<file path="src/rtl/u8lb_pkg.sv">
package u8lb_pkg;

    localparam int OFFSET_BITS_DEF = 32;
    localparam int START_W         = 32;
    localparam int CP_W            = 21;

    localparam logic [CP_W-1:0] CP_REPL    = 21'h00FFFD;
    localparam logic [CP_W-1:0] CP_MAX     = 21'h10FFFF;
    localparam logic [CP_W-1:0] CP_SURR_LO = 21'h00D800;
    localparam logic [CP_W-1:0] CP_SURR_HI = 21'h00DFFF;
    localparam logic [CP_W-1:0] CP_MIN2    = 21'h000080;
    localparam logic [CP_W-1:0] CP_MIN3    = 21'h000800;
    localparam logic [CP_W-1:0] CP_MIN4    = 21'h010000;
    localparam logic [CP_W-1:0] CP_LF      = 21'h00000A;
    localparam logic [CP_W-1:0] CP_TAB     = 21'h000009;
    localparam logic [CP_W-1:0] CP_SPACE   = 21'h000020;
    localparam logic [CP_W-1:0] CP_HYPHEN  = 21'h00002D;

    localparam logic [1:0] BRK_NONE      = 2'd0;
    localparam logic [1:0] BRK_BEFORE    = 2'd1;
    localparam logic [1:0] BRK_AFTER     = 2'd2;
    localparam logic [1:0] BRK_MANDATORY = 2'd3;

    typedef struct packed {
        logic [7:0] text_byte;
        logic       end_of_text;
    } t_in;

    typedef struct packed {
        logic [CP_W-1:0]    code_point;
        logic [START_W-1:0] start_offset;
        logic [2:0]         byte_count;
        logic [1:0]         break_kind;
        logic               was_replaced;
        logic               last_result;
    } t_out;

endpackage

</file>
<file path="src/rtl/utf8_decode_line_break_finder_core.sv">
// Each byte is registered at the input, then its results in the result register.
// Throughput: 1 byte per cycle when each byte gives at most one result and no
// output stall; a byte giving N results (N up to 4, malformed flush) holds the
// input while the single result register issues them, one per unstalled cycle.
// Reset (i_rst_n low, synchronous): clears valids, held count, length, offset
// and break history; the held sequence bytes are not reset.
module utf8_decode_line_break_finder_core
    import u8lb_pkg::*;
#(
    parameter int OFFSET_BITS = OFFSET_BITS_DEF
) (
    input  logic i_clk,
    input  logic i_rst_n,
    input  logic i_in_valid,
    output logic o_in_stall,
    input  t_in  i_in_data,
    output logic o_out_valid,
    input  logic i_out_stall,
    output t_out o_out_data
);

    function automatic logic f_is_script(input logic [CP_W-1:0] c);
        f_is_script = (c >= 21'h000E00 && c <= 21'h000E7F) ||
                      (c >= 21'h003040 && c <= 21'h0030FF) ||
                      (c >= 21'h003400 && c <= 21'h004DBF) ||
                      (c >= 21'h004E00 && c <= 21'h009FFF) ||
                      (c >= 21'h00F900 && c <= 21'h00FAFF);
    endfunction

    logic                   r_in_valid;
    t_in                    r_in;
    logic                   r_out_valid;
    t_out                   r_out;
    logic [1:0]             r_idx;
    logic [7:0]             r_held [3];
    logic [1:0]             r_hcnt;
    logic [2:0]             r_elen;
    logic [OFFSET_BITS-1:0] r_offset;
    logic                   r_prev_script;

    logic                   n_in_valid;
    logic                   n_out_valid;
    t_out                   n_out;
    logic [1:0]             n_idx;
    logic [1:0]             n_hcnt;
    logic [2:0]             n_elen;
    logic [OFFSET_BITS-1:0] n_offset;
    logic                   n_prev_script;

    logic [7:0]             b;
    logic                   eot;
    logic                   is_cont;
    logic                   case_a;
    logic                   complete;
    logic [2:0]             h_f;
    logic [2:0]             fresh_len;
    logic                   fresh_lead;
    logic                   main_v;
    logic [CP_W-1:0]        asm_cp;
    logic                   bad;
    logic [CP_W-1:0]        main_cp;
    logic                   main_repl;
    logic [2:0]             main_cnt;
    logic [OFFSET_BITS-1:0] main_start;
    logic [1:0]             main_kind;
    logic [1:0]             h_after;
    logic [2:0]             h_e;
    logic [2:0]             n_res;
    logic [2:0]             k3;
    logic                   is_main;
    logic [OFFSET_BITS-1:0] off_p1;
    logic [OFFSET_BITS-1:0] rep_start;
    logic [OFFSET_BITS-1:0] slot_start;
    logic                   avail;
    logic                   step;
    logic                   last_slot;
    logic                   consume;
    logic                   accept;

    always_comb begin
        b       = r_in.text_byte;
        eot     = r_in.end_of_text;
        is_cont = (b[7:6] == 2'b10);
        case_a  = (r_hcnt != 2'd0) && is_cont;
        complete = case_a && (({1'b0, r_hcnt} + 3'd1) >= r_elen);
        h_f     = ((r_hcnt != 2'd0) && !is_cont) ? {1'b0, r_hcnt} : 3'd0;

        if (!b[7]) begin
            fresh_len = 3'd0;
        end else if (b[7:5] == 3'b110) begin
            fresh_len = 3'd2;
        end else if (b[7:4] == 4'b1110) begin
            fresh_len = 3'd3;
        end else if (b[7:3] == 5'b11110) begin
            fresh_len = 3'd4;
        end else begin
            fresh_len = 3'd0;
        end
        fresh_lead = !case_a && (fresh_len != 3'd0);
        main_v     = complete || (!case_a && !fresh_lead);

        case (r_elen)
            3'd2: asm_cp = {10'd0, r_held[0][4:0], b[5:0]};
            3'd3: asm_cp = {5'd0, r_held[0][3:0], r_held[1][5:0], b[5:0]};
            default: asm_cp = {r_held[0][2:0], r_held[1][5:0], r_held[2][5:0], b[5:0]};
        endcase
        bad = (r_elen == 3'd2 && asm_cp < CP_MIN2) ||
              (r_elen == 3'd3 && asm_cp < CP_MIN3) ||
              (r_elen == 3'd4 && asm_cp < CP_MIN4) ||
              (asm_cp >= CP_SURR_LO && asm_cp <= CP_SURR_HI) ||
              (asm_cp > CP_MAX);

        if (complete) begin
            main_cp    = bad ? CP_REPL : asm_cp;
            main_repl  = bad;
            main_cnt   = r_elen;
            main_start = r_offset - OFFSET_BITS'(r_hcnt);
        end else begin
            main_cp    = b[7] ? CP_REPL : {13'd0, b};
            main_repl  = b[7];
            main_cnt   = 3'd1;
            main_start = r_offset;
        end

        if (main_cp == CP_LF) begin
            main_kind = BRK_MANDATORY;
        end else if (main_cp == CP_SPACE || main_cp == CP_TAB || main_cp == CP_HYPHEN) begin
            main_kind = BRK_AFTER;
        end else if (h_f == 3'd0 && r_prev_script && f_is_script(main_cp)) begin
            main_kind = BRK_BEFORE;
        end else begin
            main_kind = BRK_NONE;
        end

        if (complete) begin
            h_after = 2'd0;
        end else if (case_a) begin
            h_after = 2'(r_hcnt + 2'd1);
        end else if (fresh_lead) begin
            h_after = 2'd1;
        end else begin
            h_after = 2'd0;
        end
        h_e   = eot ? {1'b0, h_after} : 3'd0;
        n_res = h_f + {2'd0, main_v} + h_e;

        k3      = {1'b0, r_idx};
        is_main = main_v && (k3 == h_f);
        off_p1  = r_offset + OFFSET_BITS'(1);
        if (k3 < h_f) begin
            rep_start = r_offset - OFFSET_BITS'(r_hcnt) + OFFSET_BITS'(r_idx);
        end else begin
            rep_start = off_p1 - OFFSET_BITS'(h_e) + OFFSET_BITS'(r_idx)
                        - OFFSET_BITS'(h_f) - OFFSET_BITS'(main_v);
        end
        slot_start = is_main ? main_start : rep_start;

        avail     = !r_out_valid || !i_out_stall;
        step      = r_in_valid && avail;
        last_slot = (n_res == 3'd0) || (k3 == (n_res - 3'd1));
        consume   = step && last_slot;
        o_in_stall = r_in_valid && !consume;
        accept    = i_in_valid && !o_in_stall;

        n_out = r_out;
        n_out.start_offset = '0;
        n_out.start_offset[OFFSET_BITS-1:0] = slot_start;
        if (is_main) begin
            n_out.code_point   = main_cp;
            n_out.byte_count   = main_cnt;
            n_out.break_kind   = main_kind;
            n_out.was_replaced = main_repl;
        end else begin
            n_out.code_point   = CP_REPL;
            n_out.byte_count   = 3'd1;
            n_out.break_kind   = BRK_NONE;
            n_out.was_replaced = 1'b1;
        end
        n_out.last_result = last_slot;

        if (step && n_res != 3'd0) begin
            n_out_valid = 1'b1;
        end else if (!i_out_stall) begin
            n_out_valid = 1'b0;
        end else begin
            n_out_valid = r_out_valid;
        end

        if (accept) begin
            n_in_valid = 1'b1;
        end else if (consume) begin
            n_in_valid = 1'b0;
        end else begin
            n_in_valid = r_in_valid;
        end

        if (consume) begin
            n_idx = 2'd0;
        end else if (step) begin
            n_idx = r_idx + 2'd1;
        end else begin
            n_idx = r_idx;
        end

        n_hcnt = eot ? 2'd0 : h_after;
        if (eot || complete) begin
            n_elen = 3'd0;
        end else if (case_a) begin
            n_elen = r_elen;
        end else begin
            n_elen = fresh_len;
        end
        n_offset = eot ? '0 : off_p1;
        if (eot) begin
            n_prev_script = 1'b0;
        end else if (main_v) begin
            n_prev_script = f_is_script(main_cp);
        end else if (h_f != 3'd0) begin
            n_prev_script = 1'b0;
        end else begin
            n_prev_script = r_prev_script;
        end
    end

    always_ff @(posedge i_clk) begin
        if (!i_rst_n) begin
            r_in_valid    <= 1'b0;
            r_out_valid   <= 1'b0;
            r_idx         <= 2'd0;
            r_hcnt        <= 2'd0;
            r_elen        <= 3'd0;
            r_offset      <= '0;
            r_prev_script <= 1'b0;
        end else begin
            r_in_valid  <= n_in_valid;
            r_out_valid <= n_out_valid;
            r_idx       <= n_idx;
            if (consume) begin
                r_hcnt        <= n_hcnt;
                r_elen        <= n_elen;
                r_offset      <= n_offset;
                r_prev_script <= n_prev_script;
            end
        end
    end

    always_ff @(posedge i_clk) begin
        if (accept) begin
            r_in <= i_in_data;
        end
        if (step && n_res != 3'd0) begin
            r_out <= n_out;
        end
        if (consume && case_a && !complete) begin
            r_held[r_hcnt] <= b;
        end else if (consume && fresh_lead) begin
            r_held[0] <= b;
        end
    end

    assign o_out_valid = r_out_valid;
    assign o_out_data  = r_out;

endmodule

</file>
<file path="config.mk">
export PLATFORM = sky130hd
export DESIGN_NAME = utf8_decode_line_break_finder_core
export DESIGN_NICKNAME = d
export VERILOG_FILES = /design/src/rtl/u8lb_pkg.sv /design/src/rtl/utf8_decode_line_break_finder_core.sv
export SDC_FILE = /design/constraint.sdc
export NUM_CORES = 1
export LEC_CHECK = 0
export BUFFER_PORTS_ARGS = -buffer_cell sky130_fd_sc_hd__buf_2
export CAP_MARGIN = 20
export CORE_ASPECT_RATIO = 0.6
export CORE_UTILIZATION = 40
export DETAILED_ROUTE_END_ITERATION = 6
export HOLD_SLACK_MARGIN = 0.05
export PLACE_DENSITY = 0.68
export SLEW_MARGIN = 40
export SYNTH_ARGS = -nofsm -noshare
export SYNTH_HDL_FRONTEND = slang
export SYNTH_SLANG_ARGS = --single-unit
</file>
<file path="constraint.sdc">
create_clock -name i_clk -period 7.6 [get_ports i_clk]
set_input_delay 1.52 -clock i_clk [delete_from_list [all_inputs] [get_ports i_clk]]
set_output_delay 1.52 -clock i_clk [all_outputs]
set_load 0.05 [all_outputs]
</file>
==> impl_metrics.toml <==
[pwr]
power_mw = 2.19
ir_drop_uv = 155
power_density_nw_per_um2 = 185
leakage_nw = 4.47

[floorplan]
core_area_um2 = 25700
rows = 45
ios = 75
die_w_um = 212
start_util = 0.414
die_area_um2 = 27200
die_h_um = 128

[timing]
setup_viol = 0
setup_ws_ns = 0.485
min_period_ns = 7.12
hold_viol_final = 0
slew_headroom = 0.382
worstMarginPinSlew_ns = 0.928
clock_skew_ns = 0.0171
fin_setup_tns_ns = 0
clock.fmax_mhz = 141
rsz0062_at_grt = "no"
period_share = 0.936
drv_slew = 0

[setup_path]
cp-start-kind = "register"
cp_common_cell = "ha_1"
cp-startpoint = "r_hcnt[0]"
worstPathCellList = "inv_1, ha_1, ha_1, a21o_1, a211oi_1, buf_4, nor2_1, buf_4, a21oi_1, and2_1, ha_1, fa_1, fa_1, inv_1, ha_1, a211oi_1, o211ai_1, a32oi_1, o32ai_1, a311o_1, a221o_1, a41oi_1, or3_1, a32oi_1"
reg2reg_slack_ns = 0.48
cpPeakStageDelay_ns = 0.71
critPathKind = "reg -> reg"
cp_max_fo = 7
worstPathRequired_ns = 7.87
critPathArrivalTime_ns = 7.38
path_delay_family = "compound AO/OA/AOI/OAI gates"
slowest_stage = "o32ai_1"
r2r-end = "o_out_data[38]"
cp-end-kind = "register"
r2r_cells = 24
timing.critical_path.buf_inv = 4
regToRegStartpoint = "r_hcnt[0]"

[route]
drt-pass1-iter-count = 6
wl_per_cell_um = 19.2
drt-vias-per-instance = 5.95
drc_errors = 0
drtIter0Drc = 1172
drt-total-wl_um = 32000
route.vias.total = 9911
ant_nets = 0

[synth]
synth_seq_cells = 128
synth_cells = 1277
yosysSeqAreaShare = 0.322
yosys.area.top_type = "edfxtp_1"
synth-main-ff-cell = "edfxtp_1"
synth_edf_count = 86
ys_types = 74
ys_top_cells_by_area = "edfxtp_1 (24%), dfxtp_1 (7.9%), ha_1 (6.1%)"
synth_top_area_frac = 0.243
avgSynthCellArea_um2 = 8.32
netlist_area_um2 = 10600
yosysWarnings = 0
syn_nets = 1350
synthArstFlopShare = 0

[finish]
syn_to_final_growth_pct = 11.3
n_antenna_cell = 0
fin_nets = 1374
final_cells = 1666
multi_input_area_um2 = 6650
seqCellArea_um2 = 3420
fin_area_um2 = 11800
drive_gt1_frac = 0.116
fill_cells = 2494

[place]
gp_congestion = 0.976
place_area_um2 = 11300
hpwlAfterDp_um = 23500
placed_cells = 1633
portBuffers = 74
pre_cts_ws_ns = 0.674

[status]
outcome = "completed"

[worst_hold_path]
whs_endpoint = "r_prev_script"
hold_class = "reg -> reg"
min_path_cells = 2
worstHoldStart = "r_prev_script"

[cts]
clk_latency_ns = 0.44
post_cts_buffers = 0
cts.repair.resized = 0
numCtsBuffers = 17
cts_root_buf = "clkbuf_16"
clockBufferDepth = 2
clkSinkCount = 128
h-tree-depth = 4
postCtsHoldBufs = 0
clk_pin_slew_worst_paths_ns = 0.06
cts_tree = "yes"

[grt]
grt_pass1_vias = 8901
globalRouteOverflowTotal = 0
grt_max_degree = 46
track_usage = 0.239
grt_antenna_before_repair = 0
grt_pass1_wl_um = 50000

[flow_run]
drv_cap = 0
==> per-layer routing <==
layer	vias up	track usage	wire, µm
met3	39	0.0752	3800
li1	4686	-	-
met5	-	0	0
met1	4696	0.363	15300
met4	0	0.0669	510
met2	490	0.314	12400
==> state kept, by name (all words and copies together), names as in the netlist <==
register	flops
b	8
r_held	17
r_elen	3
r_hcnt	2
r_in_valid	1
r_offset	32
r_prev_script	1
o_out_valid	1
r_idx	2
o_out_data	60
eot	1
==> cell families after synthesis <==
logic type	count (synthesis)	share of synthesized area
AND/OR/NAND/NOR	499	0.241
AO/OA/AOI/OAI	298	0.185
buffers and inverters	151	0.0551
flip-flops	128	0.322
XOR/XNOR	120	0.0990
adder cells (fa/ha/maj)	60	0.0763
multiplexers	21	0.0210
==> stage by stage <==
stage,hold WS [ns],util
3_3_place_gp,0.497,0.437
5_1_grt,0.564,0.460
4_1_cts,0.519,0.460
3_5_place_dp,0.502,0.438
2_1_floorplan,0.443,-
6_report,0.520,0.460
==> synthesized netlist by cell type, drive strengths merged, types with 4 or more instances <==
| cell | number |
|---|---|
| a2111oi | 8 |
| a211oi | 23 |
| a21boi | 5 |
| a21o | 18 |
| a21oi | 63 |
| a221oi | 4 |
| a22oi | 4 |
| a2bb2oi | 5 |
| a31oi | 15 |
| a41oi | 6 |
| and2 | 23 |
| and3 | 25 |
| and4 | 10 |
| buf | 16 |
| clkbuf | 68 |
| dfxtp | 42 |
| edfxtp | 86 |
| fa | 8 |
| ha | 52 |
| inv | 67 |
| mux2 | 10 |
| mux2i | 11 |
| nand2 | 131 |
| nand2b | 16 |
| nand3 | 48 |
| nand3b | 5 |
| nand4 | 18 |
| nor2 | 82 |
| nor2b | 24 |
| nor3 | 50 |
| nor3b | 5 |
| nor4 | 18 |
| o211ai | 8 |
| o21a | 5 |
| o21ai | 81 |
| o31a | 4 |
| o31ai | 10 |
| or2 | 7 |
| or3 | 18 |
| or4 | 13 |
| xnor2 | 66 |
| xor2 | 54 |
==> cells in the final DEF, fill, tap and decap left out, types with 24 or more instances in the layout <==
master    netlist  routed
nand2_1       131     130
edfxtp_1       86      86
nor2_1         82      80
o21ai_0        80      80
buf_2           3      74
inv_1          67      67
xnor2_1        66      66
a21oi_1        63      61
xor2_1         54      54
ha_1           52      52
nor3_1         49      49
nand3_1        48      48
dfxtp_1        42      42
nor2b_1        24      24
and3_1         25      24
==> tightest hold or removal path, cell delays in order, from the launching register on <==
cell and delay, ns:
dfxtp_1 0.33, o211ai_1 0.09, o31ai_1 0.07
==> power by group <==
group          switching, mW  internal, mW  total [mW]
clock network          0.337         0.449       0.787
logic                  0.396         0.179       0.575
registers             0.0219         0.802       0.824
total                  0.755          1.43        2.19
==> layout make-up <==
type	count	area share
Timing Repair Buffer	89	0.0424
Inverter	67	0.0213
Multi-Input combinational cell	998	0.563
Clock inverter	13	0.00964
Clock buffer	19	0.0366
Sequential cell	128	0.290
Tap cell	352	0.0373
==> worst max-delay path by stage <==
stage | end | slack, ns | cells after the start
after CTS | o_out_data[36] | 0.61 | 24
after detailed placement | o_out_data[36] | 0.67 | 24
after floorplan | o_out_data[0] | 1.05 | 14
final | o_out_data[38] | 0.48 | 24
after global placement | o_out_data[36] | 0.85 | 24
after global routing | o_out_data[36] | 0.09 | 24
No activity file was read; power rests on OpenSTA's default activity.
